===== src/sv/gbcct_pkg.sv =====
// Class codes, character codes and classification functions for the
// GB2312/ASCII character class tagger. No dependencies.
`default_nettype none

package gbcct_pkg;

    localparam logic [2:0] CLS_OTHER  = 3'd0;
    localparam logic [2:0] CLS_LETTER = 3'd1;
    localparam logic [2:0] CLS_NUMBER = 3'd2;
    localparam logic [2:0] CLS_PUNCT  = 3'd3;
    localparam logic [2:0] CLS_SPACE  = 3'd4;
    localparam logic [2:0] CLS_DATE   = 3'd5;

    localparam logic [7:0] CH_DOT    = 8'h2e;
    localparam logic [7:0] CH_COMMA  = 8'h2c;
    localparam logic [7:0] CH_HYPHEN = 8'h2d;
    localparam logic [7:0] CH_PCT    = 8'h25;
    localparam logic [7:0] LEAD_SYM  = 8'ha1;
    localparam logic [7:0] LEAD_FULL = 8'ha3;

    localparam logic [15:0] CODE_OF       = 16'hd6ae;
    localparam logic [15:0] CODE_POINT    = 16'hb5e3;
    localparam logic [15:0] CODE_FRACTION = 16'hb7d6;
    localparam logic [15:0] CODE_MANY     = 16'hb6e0;
    localparam logic [15:0] CODE_REMAIN   = 16'hd3e0;

    localparam int NUM_DIGIT_CODES = 18;
    localparam int NUM_DATE_CODES  = 7;

    localparam logic [15:0] DIGIT_CODES [NUM_DIGIT_CODES] = '{
        16'ha1f0, 16'ha3ae, 16'ha3a5,
        16'hc1e3, 16'hd2bb, 16'hb6fe, 16'hc8fd, 16'hcbc4,
        16'hcee5, 16'hc1f9, 16'hc6df, 16'hb0cb, 16'hbec5,
        16'hcaae, 16'hb0d9, 16'hc7a7, 16'hcdf2, 16'hd2da
    };

    localparam logic [15:0] DATE_CODES [NUM_DATE_CODES] = '{
        16'hc4ea, 16'hd4c2, 16'hc8d5, 16'hcab1, 16'hb7d6, 16'hc3eb, 16'hb5e3
    };

    function automatic logic in_rng(input logic [7:0] v, input logic [7:0] lo,
                                    input logic [7:0] hi);
        return (v >= lo) && (v <= hi);
    endfunction

    function automatic logic is_letter(input logic [7:0] lead, input logic [7:0] trail);
        if (!lead[7])
            return in_rng(lead, 8'h41, 8'h5a) || in_rng(lead, 8'h61, 8'h7a);
        return (lead == LEAD_FULL) &&
               (in_rng(trail, 8'hc1, 8'hda) || in_rng(trail, 8'he1, 8'hfa));
    endfunction

    function automatic logic is_digit(input logic [7:0] lead, input logic [7:0] trail);
        logic hit;
        hit = in_rng(lead, 8'h30, 8'h39) || (lead == CH_PCT) ||
              ((lead == LEAD_FULL) && in_rng(trail, 8'hb0, 8'hb9));
        for (int i = 0; i < NUM_DIGIT_CODES; i++)
            if (lead[7] && ({lead, trail} == DIGIT_CODES[i]))
                hit = 1'b1;
        return hit;
    endfunction

    function automatic logic is_punct(input logic [7:0] lead, input logic [7:0] trail);
        if ((lead == CH_DOT) || (lead == CH_COMMA))
            return 1'b0;
        if (!lead[7])
            return in_rng(lead, 8'h21, 8'h2f) || in_rng(lead, 8'h3a, 8'h40) ||
                   in_rng(lead, 8'h5b, 8'h60) || in_rng(lead, 8'h7b, 8'h7e);
        if ((lead == LEAD_SYM) &&
            (in_rng(trail, 8'ha2, 8'hef) || in_rng(trail, 8'hf1, 8'hfe)))
            return 1'b1;
        return (lead == LEAD_FULL) &&
               (in_rng(trail, 8'ha1, 8'haf) || in_rng(trail, 8'hba, 8'hc0) ||
                in_rng(trail, 8'hdb, 8'he0) || in_rng(trail, 8'hfb, 8'hfe));
    endfunction

    function automatic logic is_space(input logic [7:0] lead, input logic [7:0] trail);
        if (!lead[7])
            return (lead == 8'h20) || in_rng(lead, 8'h09, 8'h0d);
        return (lead == LEAD_SYM) && (trail == LEAD_SYM);
    endfunction

    function automatic logic is_date(input logic [7:0] lead, input logic [7:0] trail);
        logic hit;
        hit = 1'b0;
        for (int i = 0; i < NUM_DATE_CODES; i++)
            if (lead[7] && ({lead, trail} == DATE_CODES[i]))
                hit = 1'b1;
        return hit;
    endfunction

endpackage

`default_nettype wire


===== src/sv/gb2312_char_class_tagger.sv =====
// Structure: an input register and a result register sit either side of
// the classification logic. Throughput: one character per cycle when the
// output is not stalled.
// Reset: rst_n clears both stage valid flags; the payload is not reset.
// Stalls on the output back up into the input stage, then into in_ready.
`default_nettype none

module gb2312_char_class_tagger (
    input  wire logic       clk,
    input  wire logic       rst_n,
    input  wire logic       in_valid,
    output logic            in_ready,
    input  wire logic [7:0] cur_lead_byte,
    input  wire logic [7:0] cur_trail_byte,
    input  wire logic [2:0] prev_class,
    input  wire logic       next_present,
    input  wire logic [7:0] next_lead_byte,
    input  wire logic [7:0] next_trail_byte,
    output logic            out_valid,
    input  wire logic       out_ready,
    output logic [2:0]      char_class
);
    import gbcct_pkg::*;

    logic       s1_valid_reg;
    logic [7:0] lead_reg;
    logic [7:0] trail_reg;
    logic [2:0] prev_reg;
    logic       has_next_reg;
    logic [7:0] nlead_reg;
    logic [7:0] ntrail_reg;

    logic       out_valid_reg;
    logic [2:0] class_reg;
    logic [2:0] class_next;

    logic out_load;
    logic in_fire;

    assign out_load = s1_valid_reg && (!out_valid_reg || out_ready);
    assign in_ready = !s1_valid_reg || out_load;
    assign in_fire  = in_valid && in_ready;

    assign out_valid  = out_valid_reg;
    assign char_class = class_reg;

    always_ff @(posedge clk or negedge rst_n)
    begin
        if (!rst_n)
        begin
            s1_valid_reg  <= 1'b0;
            out_valid_reg <= 1'b0;
        end
        else
        begin
            if (in_fire)
                s1_valid_reg <= 1'b1;
            else if (out_load)
                s1_valid_reg <= 1'b0;
            if (out_load)
                out_valid_reg <= 1'b1;
            else if (out_ready)
                out_valid_reg <= 1'b0;
        end
    end

    always_ff @(posedge clk)
    begin
        if (in_fire)
        begin
            lead_reg     <= cur_lead_byte;
            trail_reg    <= cur_trail_byte;
            prev_reg     <= prev_class;
            has_next_reg <= next_present;
            nlead_reg    <= next_lead_byte;
            ntrail_reg   <= next_trail_byte;
        end
        if (out_load)
            class_reg <= class_next;
    end

    // Classification of the registered character
    logic        ascii;
    logic        pre_ln;
    logic        prev_num;
    logic        next_dig;
    logic        next_ld;
    logic [15:0] code;
    logic [15:0] ncode;

    always_comb
    begin
        ascii    = !lead_reg[7];
        code     = {lead_reg, trail_reg};
        ncode    = {nlead_reg, ntrail_reg};
        prev_num = (prev_reg == CLS_NUMBER);
        pre_ln   = (prev_reg == CLS_LETTER) || prev_num;
        next_dig = has_next_reg && is_digit(nlead_reg, ntrail_reg);
        next_ld  = has_next_reg &&
                   (is_letter(nlead_reg, ntrail_reg) || next_dig);

        if (ascii && ((lead_reg == CH_DOT) || (lead_reg == CH_HYPHEN)))
            class_next = (pre_ln && next_ld) ? CLS_LETTER : CLS_PUNCT;
        else if (ascii && (lead_reg == CH_COMMA))
            class_next = (prev_num && next_dig) ? CLS_LETTER : CLS_PUNCT;
        else if (((code == CODE_OF) || (code == CODE_POINT)) && prev_num && next_dig)
            class_next = CLS_NUMBER;
        else if ((code == CODE_FRACTION) && has_next_reg && (ncode == CODE_OF))
            class_next = CLS_NUMBER;
        else if (((code == CODE_MANY) || (code == CODE_REMAIN)) && prev_num)
            class_next = CLS_NUMBER;
        else if (is_letter(lead_reg, trail_reg))
            class_next = CLS_LETTER;
        else if (is_digit(lead_reg, trail_reg))
            class_next = CLS_NUMBER;
        else if (is_punct(lead_reg, trail_reg))
            class_next = CLS_PUNCT;
        else if (is_space(lead_reg, trail_reg))
            class_next = CLS_SPACE;
        else if (is_date(lead_reg, trail_reg) && prev_num)
            class_next = CLS_DATE;
        else
            class_next = CLS_OTHER;
    end

endmodule

`default_nettype wire


===== config.mk =====
export PLATFORM = sky130hd
export DESIGN_NAME = gb2312_char_class_tagger
export DESIGN_NICKNAME = d
export VERILOG_FILES = /design/src/sv/gbcct_pkg.sv /design/src/sv/gb2312_char_class_tagger.sv
export SDC_FILE = /design/constraint.sdc
export NUM_CORES = 1
export LEC_CHECK = 0
export BUFFER_PORTS_ARGS = -buffer_cell sky130_fd_sc_hd__buf_4
export CAP_MARGIN = 25
export CORE_UTILIZATION = 62
export DETAILED_ROUTE_END_ITERATION = 10
export GPL_TIMING_DRIVEN = 0
export PLACE_DENSITY = 0.95
export RECOVER_POWER = 25
export REMOVE_ABC_BUFFERS = 1
export SETUP_SLACK_MARGIN = 0.4
export SLEW_MARGIN = 5
export SYNTH_ARGS = -nofsm -noshare
export SYNTH_HDL_FRONTEND = slang
export SYNTH_SLANG_ARGS = --single-unit
export TNS_END_PERCENT = 10

===== constraint.sdc =====
create_clock -name clk -period 4.75 [get_ports clk]
set_clock_uncertainty 0.05 [all_clocks]
set_input_delay 0.475 -clock clk [delete_from_list [all_inputs] [get_ports clk]]
set_output_delay 0.475 -clock clk [all_outputs]
set_load 0.1 [all_outputs]

Word-level counts from Yosys, hierarchy flattened --
Cells that the tools add are included.
Word-level totals: register bits 41, input bits 40, output and inout bits 5, logic and storage cells 374
Cells by class: eq/ne operators 59, reductions and logical operators 116, multiplexer cells 145, order comparisons 45
Operator list (number):
- $eq 16x16->1 const B | 47
- $mux 1 | 133
- $ge 8x8->1 const B | 12
- $le 8x8->1 const B | 11
- $logic_and 1x1->1 | 87
- $le 8x7->1 const B | 7
- $eq 8x6->1 const B | 6
- $ge 8x7->1 const B | 6
- $eq 8x8->1 const B | 4
- $ge 8x6->1 const B | 4
- $mux 3 | 10
- $le 8x6->1 const B | 3
- $logic_or 1x1->1 | 24
- $ge 8x4->1 const B | 1
- $le 8x4->1 const B | 1
- $mux 2 | 2
- $reduce_bool 2->1 | 2
- $eq 3x1->1 const B | 1
- $eq 3x2->1 const B | 1
- $logic_not 1->1 | 3

Depth between registers and ports, before layout --
Gate-level depths: netlist (run 1).
depth after elaboration 110, mapped depth 9, depth with buffers taken out 7

Least setup slack after synthesis (run 1) --
OpenSTA, ideal clock, no wires.
kind register to register, start register out_valid_reg, in the netlist out_valid, end register has_next_reg, enable pin, cell stages (with the launch flop) 3, setup slack 1.454 ns, buffers on the path 0, data required time 4.275 ns, library setup time 0.425 ns, arrival 2.821 ns, clock period less this slack 3.296 ns, path through dfrtp_1 -> nand3b_1 -> and2_1
On the way: word-level cells in the longest chain between the ends 5
Ends and longest elaborated chain:
- start, declared | RTL line gb2312_char_class_tagger.sv:33 | logic out_valid_reg;
- start signal, assigned | RTL line gb2312_char_class_tagger.sv:52 | out_valid_reg <= 1'b0;
- start signal, assigned | RTL line gb2312_char_class_tagger.sv:61 | out_valid_reg <= 1'b1;
- start signal, assigned | RTL line gb2312_char_class_tagger.sv:63 | out_valid_reg <= 1'b0;
- $logic_not 1->1 | RTL line gb2312_char_class_tagger.sv:40 | assign out_load = s1_valid_reg && (!out_valid_reg || out_ready);
- $logic_or 1x1->1 | RTL line gb2312_char_class_tagger.sv:40
- $logic_and 1x1->1 | RTL line gb2312_char_class_tagger.sv:40
- $logic_or 1x1->1 | RTL line gb2312_char_class_tagger.sv:41 | assign in_ready = !s1_valid_reg || out_load;
- via in_ready | RTL line gb2312_char_class_tagger.sv:12 | output logic in_ready,
- $logic_and 1x1->1 | RTL line gb2312_char_class_tagger.sv:42 | assign in_fire = in_valid && in_ready;
- via in_fire | RTL line gb2312_char_class_tagger.sv:38 | logic in_fire;
- end signal, assigned | RTL line gb2312_char_class_tagger.sv:74 | has_next_reg <= next_present;
- end, declared | RTL line gb2312_char_class_tagger.sv:29 | logic has_next_reg;
The timed path passes the listed nets, and every way through them passes these cells. A chain may end at the register's enable or synchronous reset.

Worst setup path after layout (run 1) --
start register ntrail_reg[4], end register class_reg[1], in the netlist char_class[1] (data pin)
On the way: word-level cells in the longest chain between the ends 28, elaborated cells between the ends (all ways) 82, those cells by class order compare (6); eq/ne (19); mux (25); reduce/logical (32)
Ends and longest elaborated chain:
- start, declared | RTL line gb2312_char_class_tagger.sv:31 | logic [7:0] ntrail_reg;
- start signal, assigned | RTL line gb2312_char_class_tagger.sv:76 | ntrail_reg <= next_trail_byte;
- $ge 8x8->1 / $le 8x8->1 (equally long branches) | RTL line gbcct_pkg.sv:43 | return (v >= lo) && (v <= hi);
- $logic_and 1x1->1 | RTL line gbcct_pkg.sv:43
- $logic_and 1x1->1 | RTL line gbcct_pkg.sv:56 | ((lead == LEAD_FULL) && in_rng(trail, 8'hb0, 8'hb9));
- $logic_or 1x1->1 | RTL line gbcct_pkg.sv:55 | hit = in_rng(lead, 8'h30, 8'h39) || (lead == CH_PCT) ||
- $mux 1 (18 in series) | RTL line gbcct_pkg.sv:58 | if (lead[7] && ({lead, trail} == DIGIT_CODES[i]))
- $logic_and 1x1->1 | RTL line gb2312_char_class_tagger.sv:98 | next_dig = has_next_reg && is_digit(nlead_reg, ntrail_reg);
- $logic_or 1x1->1 | RTL line gb2312_char_class_tagger.sv:100 | (is_letter(nlead_reg, ntrail_reg) || next_dig);
- $logic_and 1x1->1 | RTL line gb2312_char_class_tagger.sv:99 | next_ld = has_next_reg &&
- $logic_and 1x1->1 | RTL line gb2312_char_class_tagger.sv:103 | class_next = (pre_ln && next_ld) ? CLS_LETTER : CLS_PUNCT;
- $mux 2 | RTL line gb2312_char_class_tagger.sv:103
- $mux 3 (*) | RTL line gb2312_char_class_tagger.sv:102 | if (ascii && ((lead_reg == CH_DOT) || (lead_reg == CH_HYPHEN)))
- via class_next[1] | RTL line gb2312_char_class_tagger.sv:35 | logic [2:0] class_next;
- end signal, assigned | RTL line gb2312_char_class_tagger.sv:79 | class_reg <= class_next;
- end, declared | RTL line gb2312_char_class_tagger.sv:34 | logic [2:0] class_reg;
Mark *: on every way through the listed nets, which the timed path passes. The rest lies on a longest branch.

==> results of run 1 <==
[synth_stat cells, drive strengths merged, types with 2 or more instances]
| library cell | number | area share (%) |
|---|---|---|
| a2111oi | 3 | 0.88 |
| a211oi | 3 | 0.75 |
| a21boi | 2 | 0.50 |
| a21oi | 19 | 3.2 |
| a31oi | 4 | 0.84 |
| a41oi | 2 | 0.59 |
| and2 | 5 | 1.0 |
| and3 | 4 | 0.84 |
| and3b | 8 | 2.3 |
| and4 | 2 | 0.67 |
| and4b | 7 | 2.3 |
| and4bb | 2 | 0.84 |
| buf | 4 | 0.63 |
| clkbuf | 27 | 3.4 |
| dfrtp | 2 | 1.7 |
| edfxtp | 39 | 39 |
| inv | 5 | 0.63 |
| nand2 | 20 | 2.5 |
| nand2b | 10 | 2.1 |
| nand3 | 9 | 1.5 |
| nand3b | 8 | 2.0 |
| nand4 | 16 | 3.3 |
| nand4b | 8 | 2.3 |
| nand4bb | 2 | 0.75 |
| nor2 | 19 | 2.4 |
| nor2b | 8 | 1.7 |
| nor3 | 10 | 1.7 |
| nor3b | 8 | 2.0 |
| nor4 | 8 | 1.7 |
| nor4b | 5 | 1.5 |
| nor4bb | 5 | 1.7 |
| o2111ai | 4 | 1.2 |
| o211ai | 2 | 0.50 |
| o21ai | 9 | 1.5 |
| o21bai | 2 | 0.50 |
| o22ai | 4 | 0.84 |
| o32ai | 2 | 0.59 |
| or3 | 2 | 0.42 |
| or4 | 4 | 1.1 |
| or4b | 3 | 1.0 |
[path summary, 6_finish.rpt]
| path | startpoint | end | slack (ns) |
|---|---|---|---|
| worst max-delay path | ntrail_reg[4]$_DFFE_PP_ | char_class[1]$_DFFE_PP_ | 1.70 |
| worst min-delay path | prev_class[2] | prev_reg[2]$_DFFE_PP_ | 0.31 |
| worst max register to register | ntrail_reg[4]$_DFFE_PP_ | char_class[1]$_DFFE_PP_ | 1.70 |
| worst min register to register | s1_valid_reg$_DFFE_PN0P_ | out_valid$_DFFE_PN0P_ | 0.51 |
| max in group asynchronous | rst_n | out_valid$_DFFE_PN0P_ | 4.08 |
| min in group asynchronous | rst_n | s1_valid_reg$_DFFE_PN0P_ | 0.48 |
[logic make-up after synthesis]
| group | Yosys count | synth area share (%) |
|---|---|---|
| compound gates | 69 | 15.8 |
| mux | 1 | 0.334 |
| xor+xnor | 2 | 0.585 |
| flops | 41 | 40.8 |
| buf+inv | 36 | 4.64 |
| simple gates | 174 | 37.9 |
[per-layer routing]
| layer | global-route usage, % | part of all wire [%] | vias to the layer above |
|---|---|---|---|
| li1 | - | - | 1325 |
| met1 | 52.6 | 40 | 1368 |
| met2 | 54.4 | 45 | 295 |
| met3 | 9.00 | 12 | 50 |
| met4 | 18.3 | 3.4 | 0 |
| met5 | 0 | 0 | - |
[cell type report]
cell class | instances | area, um^2 | share of cell area (%)
repair buffers | 45 | 340 | 10.0
flip-flops and latches | 41 | 1220 | 35.9
clock inverters | 1 | 30.0 | 0.884
inverters | 5 | 18.8 | 0.552
multi-input cells | 246 | 1640 | 48.1
clock buffers | 7 | 86.3 | 2.54
well taps | 52 | 65.1 | 1.92
[stage by stage]
step	cell area, um^2	instances	utilization (%)
2_1_floorplan	2870	292	-
5_1_grt	3400	397	75.4
3_3_place_gp	3270	388	72.6
6_report	3400	397	75.4
3_5_place_dp	3270	388	72.6
4_1_cts	3400	397	75.4
[placed cells by master, fill, tap and decap left out, types with 3 or more instances in the layout]
master and n:
o22ai_1 4, nor3b_1 8, nor2_1 19, clkbuf_4 21
nand2b_1 10, inv_1 5, edfxtp_1 39, nor2b_1 8
and4b_1 7, o21ai_0 8, a31oi_1 4, nor4_1 8
a2111oi_0 3, nand3b_1 8, nor3_1 10, or4_1 3
a211oi_1 3, and2_1 4, and3_1 4, o2111ai_1 4
nand3_1 9, clkbuf_8 6, buf_4 23, nand2_1 20
and3b_1 8, nor4b_1 5, a21oi_1 19, nand4_1 16
or4b_1 3, nor4bb_1 5, nand4b_1 8
[power breakdown]
group / total (mW) / internal (mW) / switching, mW
Combinational: 0.142 / 0.0611 / 0.0811
Sequential: 0.485 / 0.426 / 0.0587
Clock: 0.292 / 0.171 / 0.120
==> results by group, run 1 <==
Outcome
  – Outcome: finished clean

Clock tree
  – CTS tree: built
  – CTS root buffer: clkbuf_8
  – Clk pin slew, worst setup/hold paths: around 0.080 ns
  – Post-CTS sizing: 0
  – CTS buffer count: 5
  – CTS sink count: 41
  – Hold Buf Count CTS: 1
  – Max Buffers Root-to-Sink: 2
  – Worst-Skew Late Latency: about 0.3 ns
  – Maximum level of the CTS H-tree: 2
  – Postcts setup bufs: 0

Setup path
  – Crit-path slowest cell: edfxtp_1
  – CP required: ~4.7 ns
  – Critical path's largest stage delay: between 0.5 and 0.6 ns
  – Signal arrival time at the worst endpoint: between 3 and 4 ns
  – WP buf/inv: 0
  – Worst Setup Start Kind: register
  – WS Path Type: register to register
  – Cells along the critical path: nand4bb_1 -> or4b_1 -> a21oi_1 -> a221oi_1 -> and3_1 -> a2111oi_0 -> o22ai_1
  – CP top delay family: simple AND/OR/NAND/NOR gates
  – CP Capture Type: register
  – R2R cell count: 7
  – Critical Path Stages: 7
  – Worst Path Max Fanout: 14

Pwr
  – Cell Pwr Density: around 270 nW/um^2
  – Max VDD drop: roughly 0.35 mV
  – Leakage power: around 1.1 nW
  – Tot Pwr: 0.919 mW

Placed design
  – Setup WS pre-CTS: roughly 2.0 ns
  – IO buf count: 44
  – DP Wirelength: ~5600 um
  – Gp weighted congestion: 1.01

Timing
  – Finish-stage setup viols: 0
  – Tmin final: 3.05 ns
  – Setup WS post-layout: 1.70 ns
  – Final Slew Violations: 0
  – Worst-Margin Slew: 0.840 ns
  – Final worst path period share: between 60% and 70%
  – Min Hold Slack: 0.308 ns
  – Slew headroom: between 40 and 50%
  – RSZ-0062 raised after global routing: no
  – Hold Vio Cnt, Final: 0
  – Setup TNS Final: 0 ns
  – Maximum clock frequency: between 0.3 and 0.4 GHz

Global routing
  – Initial antenna violation count: 0
  – Largest net degree at the start of global routing: 37
  – Vias in the first global route: ~2900
  – Overflow left after global routing: 0
  – First-pass GRT wire length: 14500 um
  – Total GRT Usage: between 30 and 40%

Synthesis
  – Synth async-reset ratio: approximately 5%
  – Prevailing post-synth register cell: edfxtp_1
  – Synthesized area per cell: 9.27 um^2
  – Ys Warns: 0
  – Cells after synthesis: 323
  – Post-synth EDFFs: 39
  – Yosys cell types: a little over 60
  – Sequential area share after synthesis: about 40%
  – Synth Register Bits: 41
  – Synthesized area: around 3000 um^2

Floorplan
  – Core region area: 4500 um^2
  – Initial Utilization: around two thirds
  – Row cnt: 24
  – IO Pins: 45
  – Die Area: a little over 5000 um^2
  – Chip width: roughly 70 um
  – Vert. Die Dim: a little over 70 um

Job
  – Max cap viols: 0

Drt
  – DRT iter0 DRCs: ~660
  – Post-route DRC: 0
  – Wirelength per Cell: 22.7 um
  – Drt pass-1 iters: 6
  – Drt total wl: 9000 um
  – Via Count: 3038
  – Vias per Instance: 7.65
  – Antenna viol nets, final: 0

Finish
  – Nets: 384
  – Share of layout cells above drive strength 1: roughly 17%
  – Number of diodes: 0
  – Fillers: between 200 and 300
  – Area grow syn2layout: 13.5%

Hold path
  – Worst Hold Path Cells: 1
  – Worst min path class: input pin to register
Note: power is estimated with default switching activity, not from simulation.
==> inputs of run 2 (changes only) <==
--- a/config.mk
+++ b/config.mk
@@ -7,10 +7,10 @@
 export LEC_CHECK = 0
 export BUFFER_PORTS_ARGS = -buffer_cell sky130_fd_sc_hd__buf_4
 export CAP_MARGIN = 25
-export CORE_UTILIZATION = 62
+export CORE_UTILIZATION = 58
 export DETAILED_ROUTE_END_ITERATION = 10
 export GPL_TIMING_DRIVEN = 0
-export PLACE_DENSITY = 0.95
+export PLACE_DENSITY = 0.92
 export RECOVER_POWER = 25
 export REMOVE_ABC_BUFFERS = 1
 export SETUP_SLACK_MARGIN = 0.4
==> constraint.sdc (replaced) <==
create_clock -name clk -period 3.1 [get_ports clk]
set_clock_uncertainty 0.05 [all_clocks]
set_input_delay 0.31 -clock clk [delete_from_list [all_inputs] [get_ports clk]]
set_output_delay 0.31 -clock clk [all_outputs]
set_load 0.1 [all_outputs]
==> run 2 against run 1 <==
  * Fmax grew 11%
  * Final cell count grew 8.3%
  * First-iteration DRC count shrank 6.6%
  * Largest cell class unchanged
  * Largest power group unchanged
==> results by group, run 2 (synthesis results as in run 1) <==
Setup path
  – Worst Setup Start Kind: register
  – CP Capture Type: register
  – Signal arrival time at the worst endpoint: 2.84 ns (-0.17 ns)
  – WS Path Type: register to register
  – Worst Path Max Fanout: 4 (-10)
  – CP top delay family: simple AND/OR/NAND/NOR gates
  – Cells along the critical path: buf_4 -> nor4b_1 -> nand4_1 -> a21oi_1 -> o21ai_1 -> o2bb2ai_1 -> o211a_1 -> o22ai_1
  – WP buf/inv: 1 (+1)
  – CP required: 3.19 ns (-1.52 ns)
  – Crit-path slowest cell: nor4b_1
  – Critical path's largest stage delay: 0.70 ns (+0.12 ns)

Drt
  – Vias per Instance: 7.37 (-3.7%)
  – Post-route DRC: 0 (unchanged)
  – Wirelength per Cell: 22.0 um (-2.8%)
  – Antenna viol nets, final: 0 (unchanged)
  – Via Count: 3169 (+4.3%)
  – DRT iter0 DRCs: 612 (-6.6%)
  – Drt pass-1 iters: 7 (+1)
  – Drt total wl: 9470 um (+5.2%)

Global routing
  – Vias in the first global route: 2904 (+1.2%)
  – Met1 Resource Use GR: 50.8% (-1.8 points)
  – Overflow left after global routing: 0 (unchanged)
  – Initial antenna violation count: 0 (unchanged)
  – Grt met2 use: 56.1% (+1.7 points)
  – Total GRT Usage: 36.9% (-0.36 points)
  – GRT busiest layer: met2
  – Largest net degree at the start of global routing: 24 (-35%)
  – First-pass GRT wire length: 14800 um (+2.1%)
  – Met3 GRT Util: 7.13% (-1.9 points)

Pwr
  – Clock Power Share: 29.1% (-2.6 points)
  – Switch Pwr: 0.394 mW (+52%)
  – Seq pwr share: 52.1% (-0.7 points)
  – Net Sw Frac: 28.2% (-0.10 points)
  – Max VDD drop: 0.409 mV (+18%)
  – Leakage power: 1.20 nW (+7.7%)
  – Combinational share of power: 18.8% (+3.3 points)
  – Cell Pwr Density: 389 nW/um^2 (+44%)
  – Internal Pwr Total: 1.00 mW (+52%)

Timing
  – Slew headroom: 47.4% (+3.5 points)
  – Setup TNS Final: 0 ns (unchanged)
  – Worst-Margin Slew: 0.777 ns (-0.0629 ns)
  – Final worst path period share: 88.7% (+25 points)
  – Final Slew Violations: 0 (unchanged)
  – Finish-stage setup viols: 0 (unchanged)
  – RSZ-0062 raised after global routing: yes
  – Maximum clock frequency: 0.364 GHz (+11%)
  – Tmin final: 2.75 ns (-0.297 ns)
  – Hold Vio Cnt, Final: 0 (unchanged)

Clock tree
  – Worst-Skew Late Latency: 0.29 ns (about the same)
  – CTS tree: built
  – Max Buffers Root-to-Sink: 2 (unchanged)
  – Clk pin slew, worst setup/hold paths: 0.08 ns (about the same)
  – CTS buffer count: 5 (unchanged)
  – CTS root buffer: clkbuf_8
  – CTS sink count: 41 (unchanged)
  – Maximum level of the CTS H-tree: 2 (unchanged)

Finish
  – Finished Layout Cells: 430 (+8.3%)
  – Fillers: 305 (+13%)
  – Multi-input logic area: 1680 um^2 (+2.6%)
  – Fin area: 3590 um^2 (+5.6%)
  – Area grow syn2layout: 19.8%
  – Register Area: 1220 um^2 (unchanged)
  – Most frequent cells in the layout: edfxtp_1 (39), buf_4 (39), clkbuf_4 (21)
  – Number of diodes: 0 (unchanged)
  – Share of layout cells above drive strength 1: 22.3% (+5.5 points)
  – Nets: 402 (+4.7%)

Outcome
  – Outcome: finished clean

Floorplan
  – Core region area: 4850 um^2 (+7.6%)
  – Vert. Die Dim: 73.9 um (+3.3%)
  – IO Pins: 45 (unchanged)
  – Initial Utilization: 61.8% (-4.7 points)
  – Die Area: 5450 um^2 (+6.7%)
  – Chip width: 73.9 um (+3.3%)
  – Row cnt: 25 (+4.2%)

Hold path
  – Worst min path class: input pin to register

Placed design
  – DP Wirelength: 5750 um (+2.8%)
  – Area of placed instances: 3300 um^2 (+0.99%)
  – IO buf count: 44 (unchanged)
  – Gp weighted congestion: 1.02 (+1.1%)
  – Placed insts: 404 (+4.1%)

Job
  – Max cap viols: 0 (unchanged)
run 2: final cells by class:
cell class | count | area share, %
multi-input cells | 246 | 46.8
flip-flops and latches | 41 | 34.0
repair buffers | 63 | 13.4
well taps | 67 | 2.34
clock buffers | 6 | 2.02
clock inverters | 2 | 0.941
inverters | 5 | 0.523
run 2: repair_timing:
item | 4_1_cts | 5_1_grt
gates resized for setup | 2 | 6
endpoints found under the setup margin | 3 | 3
buffers inserted | 17 | 0
hold buffers | 1 | 0
hold endpoints to repair | 2 | 0
run 2: per-layer routing:
layer	vias to the layer above	part of all wire, %
met1	1423	37
li1	1363	-
met4	0	4.9
met3	76	13
met2	307	45
met5	-	0
run 2: path summary, 6_finish.rpt:
path	depth (start not counted)	start	slack, ns	end
max reg2reg	8	lead_reg[2]$_DFFE_PP_	0.35	char_class[1]$_DFFE_PP_
min	1	next_lead_byte[2]	0.15	nlead_reg[2]$_DFFE_PP_
max	8	lead_reg[2]$_DFFE_PP_	0.35	char_class[1]$_DFFE_PP_
max in group asynchronous	2	rst_n	2.61	s1_valid_reg$_DFFE_PN0P_
min in group asynchronous	2	rst_n	0.30	out_valid$_DFFE_PN0P_
min reg2reg	1	s1_valid_reg$_DFFE_PN0P_	0.44	out_valid$_DFFE_PN0P_
run 2: metrics by stage:
step                      utilization [%]  power (mW)  setup slack, ns  hold WS [ns]
after floorplan                         -       0.857           -0.196       -0.0356
after global placement               67.8       0.947            0.236        0.0437
after detailed placement             68.1       0.957            0.293        0.0447
after CTS                            73.3        1.38            0.425         0.141
after global routing                 74.0        1.44            0.347         0.141
final                                74.0        1.40            0.350         0.152
run 2: power by group through the flow:
stage | clock network, mW | logic [mW] | registers [mW]
detailed placement | 0 | 0.212 | 0.745
finish | 0.406 | 0.263 | 0.728
CTS | 0.407 | 0.251 | 0.718
global route | 0.431 | 0.278 | 0.729
global placement | 0 | 0.204 | 0.744
floorplan | 0 | 0.108 | 0.750
run 2: worst reg2reg max path: stages, from the launching register on:
cell and delay [ns]:
edfxtp_1 0.43, buf_4 0.19, nor4b_1 0.70, nand4_1 0.37, a21oi_1 0.25, o21ai_1 0.12, o2bb2ai_1 0.18, o211a_1 0.15
o22ai_1 0.18
==> inputs of run 3 (changes only) <==
--- a/config.mk
+++ b/config.mk
@@ -6,11 +6,10 @@
 export NUM_CORES = 1
 export LEC_CHECK = 0
 export BUFFER_PORTS_ARGS = -buffer_cell sky130_fd_sc_hd__buf_4
-export CAP_MARGIN = 25
+export CAP_MARGIN = 20
 export CORE_UTILIZATION = 58
 export DETAILED_ROUTE_END_ITERATION = 10
-export GPL_TIMING_DRIVEN = 0
-export PLACE_DENSITY = 0.92
+export PLACE_DENSITY = 0.91
 export RECOVER_POWER = 25
 export REMOVE_ABC_BUFFERS = 1
 export SETUP_SLACK_MARGIN = 0.4
==> run 3 against run 2 <==
  * Total power up 1.4%
  * Sequential power down 2%
  * Register-to-register slack improved by 0.15 ns
  * Highest routed layer unchanged
  * Largest cell class unchanged
  * Critical path type unchanged
==> results by group, run 3 (synthesis results as in run 1) <==
Finish
  – Number of diodes: 0 (unchanged)
  – Nets: 406 (+1.0%)
  – Share of layout cells above drive strength 1: 22.1% (-0.24 points)
  – Most frequent cells in the layout: buf_4 (45), edfxtp_1 (39), clkbuf_4 (21)
  – Fillers: 304 (-0.33%)
  – Area grow syn2layout: 20.0%
  – Finished Layout Cells: 434 (+0.93%)
  – Most common cell after layout, fill and taps aside: buf_4

Global routing
  – Largest net degree at the start of global routing: 37 (+54%)
  – Total GRT Usage: 32.7% (-4.2 points)
  – First-pass GRT wire length: 13200 um (-11%)
  – Initial antenna violation count: 0 (unchanged)
  – Overflow left after global routing: 0 (unchanged)
  – Vias in the first global route: 2641 (-9.1%)

Timing
  – Hold Vio Cnt, Final: 0 (unchanged)
  – Setup WS post-layout: 0.501 ns (+0.151 ns)
  – Slew headroom: 42.5% (-4.9 points)
  – Finish-stage setup viols: 0 (unchanged)
  – Tmin final: 2.60 ns (-0.151 ns)
  – Maximum clock frequency: 0.385 GHz (+5.8%)
  – Final Slew Violations: 0 (unchanged)
  – Final worst path period share: 83.8% (-4.9 points)
  – RSZ-0062 raised after global routing: no
  – Worst-Margin Slew: 0.855 ns (+0.0772 ns)

Floorplan
  – IO Pins: 45 (unchanged)
  – Chip width: 73.9 um (unchanged)
  – Die Area: 5450 um^2 (unchanged)
  – Row cnt: 25 (unchanged)
  – Initial Utilization: 61.8% (unchanged)
  – Core region area: 4850 um^2 (unchanged)
  – Vert. Die Dim: 73.9 um (unchanged)

Placed design
  – Gp weighted congestion: 1.00 (-1.6%)
  – Setup WS pre-CTS: 0.404 ns (+0.111 ns)
  – IO buf count: 44 (unchanged)
  – Placed insts: 414 (+2.5%)
  – DP Wirelength: 6170 um (+7.2%)

Setup path
  – Cells along the critical path: or4b_1 -> or3_1 -> a21oi_1 -> a2111oi_0 -> and3_1 -> a2111oi_2 -> o22ai_1
  – CP Capture Type: register
  – Critical path's largest stage delay: 0.57 ns (-0.13 ns)
  – Crit-path slowest cell: edfxtp_1
  – Signal arrival time at the worst endpoint: 2.58 ns (-0.26 ns)
  – Worst Setup Start Kind: register
  – Worst Path Max Fanout: 11 (+7)
  – WS Path Type: register to register
  – CP required: 3.08 ns (-0.11 ns)
  – R2R cell count: 7 (-1)

Drt
  – Drt pass-1 iters: 5 (-2)
  – Antenna viol nets, final: 0 (unchanged)
  – Wirelength per Cell: 20.2 um (-8.5%)
  – Via Count: 3067 (-3.2%)
  – Vias per Instance: 7.07 (-4.1%)
  – DRT iter0 DRCs: 463 (-24%)
  – Post-route DRC: 0 (unchanged)
  – Drt total wl: 8750 um (-7.6%)

Clock tree
  – CTS tree: built
  – CTS sink count: 41 (unchanged)
  – Maximum level of the CTS H-tree: 2 (unchanged)
  – CTS root buffer: clkbuf_8
  – Max Buffers Root-to-Sink: 2 (unchanged)
  – Worst-Skew Late Latency: 0.29 ns (about the same)
  – Clk pin slew, worst setup/hold paths: 0.08 ns (about the same)
  – CTS buffer count: 5 (unchanged)

Outcome
  – Outcome: finished clean

Pwr
  – Max VDD drop: 0.369 mV (-10%)
  – Tot Pwr: 1.42 mW (+1.4%)
  – Leakage power: 1.22 nW (+1.9%)
  – Cell Pwr Density: 394 nW/um^2 (+1.3%)

Hold path
  – Worst Hold Path Cells: 1 (unchanged)
  – Worst min path class: input pin to register

Job
  – Max cap viols: 0 (unchanged)
run 3: changes by cell type in the layout (fill, tap and decap cells not counted), sizes merged:
cell	change
buf	+4
clkbuf	+1
clkinv	-1
run 3: through the flow:
step           setup TNS, ns  instance area, um^2  util [%]  hold WS [ns]
6_report                   0                 3590      74.1         0.145
5_1_grt                    0                 3590      74.1         0.137
4_1_cts                    0                 3500      72.1         0.135
3_5_place_dp               0                 3370      69.5        0.0452
3_3_place_gp               0                 3370      69.5        0.0435
2_1_floorplan          -7.04                 2870         -       -0.0356
run 3: what timing repair did:
action / CTS / global route
buffers inserted: 0 / 11
hold endpoints to repair: 2 / 0
endpoints found under the setup margin: 0 / 2
gates resized for setup: 0 / 3
hold buffers: 1 / 0
run 3: final cells by class:
type | count | area [um^2] | share of cell area (%)
multi-input cells | 246 | 1650 | 45.8
flip-flops and latches | 41 | 1220 | 34.0
repair buffers | 67 | 505 | 14.1
clock buffers | 7 | 86.3 | 2.40
well taps | 67 | 83.8 | 2.33
clock inverters | 1 | 30.0 | 0.836
inverters | 5 | 18.8 | 0.522
run 3: critical path: cells and delay by family, from the launching register on:
family | cells | cell delay [ns]
DFF | 1 | 0.57
and+or+nand+nor | 3 | 1.05
AOI/OAI and AO/OA | 4 | 0.68
run 3: report_power, final:
part	leakage, nW	internal, mW	switching, mW	total, mW
logic	0.769	0.113	0.150	0.263
registers	0.397	0.653	0.0628	0.715
clock network	0.0585	0.262	0.176	0.438
run 3: routing by layer:
metal,global-route usage [%],routed length (um)
met1,44.3,3340
met2,53.5,4100
met3,4.66,943
met4,11.8,365
met5,0,0
run 3: final timing paths:
kind                                          startpoint                       end  slack, ns
worst max-delay path              nlead_reg[3]$_DFFE_PP_   char_class[1]$_DFFE_PP_       0.50
worst min-delay path                   cur_trail_byte[7]    trail_reg[7]$_DFFE_PP_       0.15
worst max register to register    nlead_reg[3]$_DFFE_PP_   char_class[1]$_DFFE_PP_       0.50
worst min register to register  s1_valid_reg$_DFFE_PN0P_     out_valid$_DFFE_PN0P_       0.45
max in group asynchronous                          rst_n  s1_valid_reg$_DFFE_PN0P_       2.62
min in group asynchronous                          rst_n     out_valid$_DFFE_PN0P_       0.28
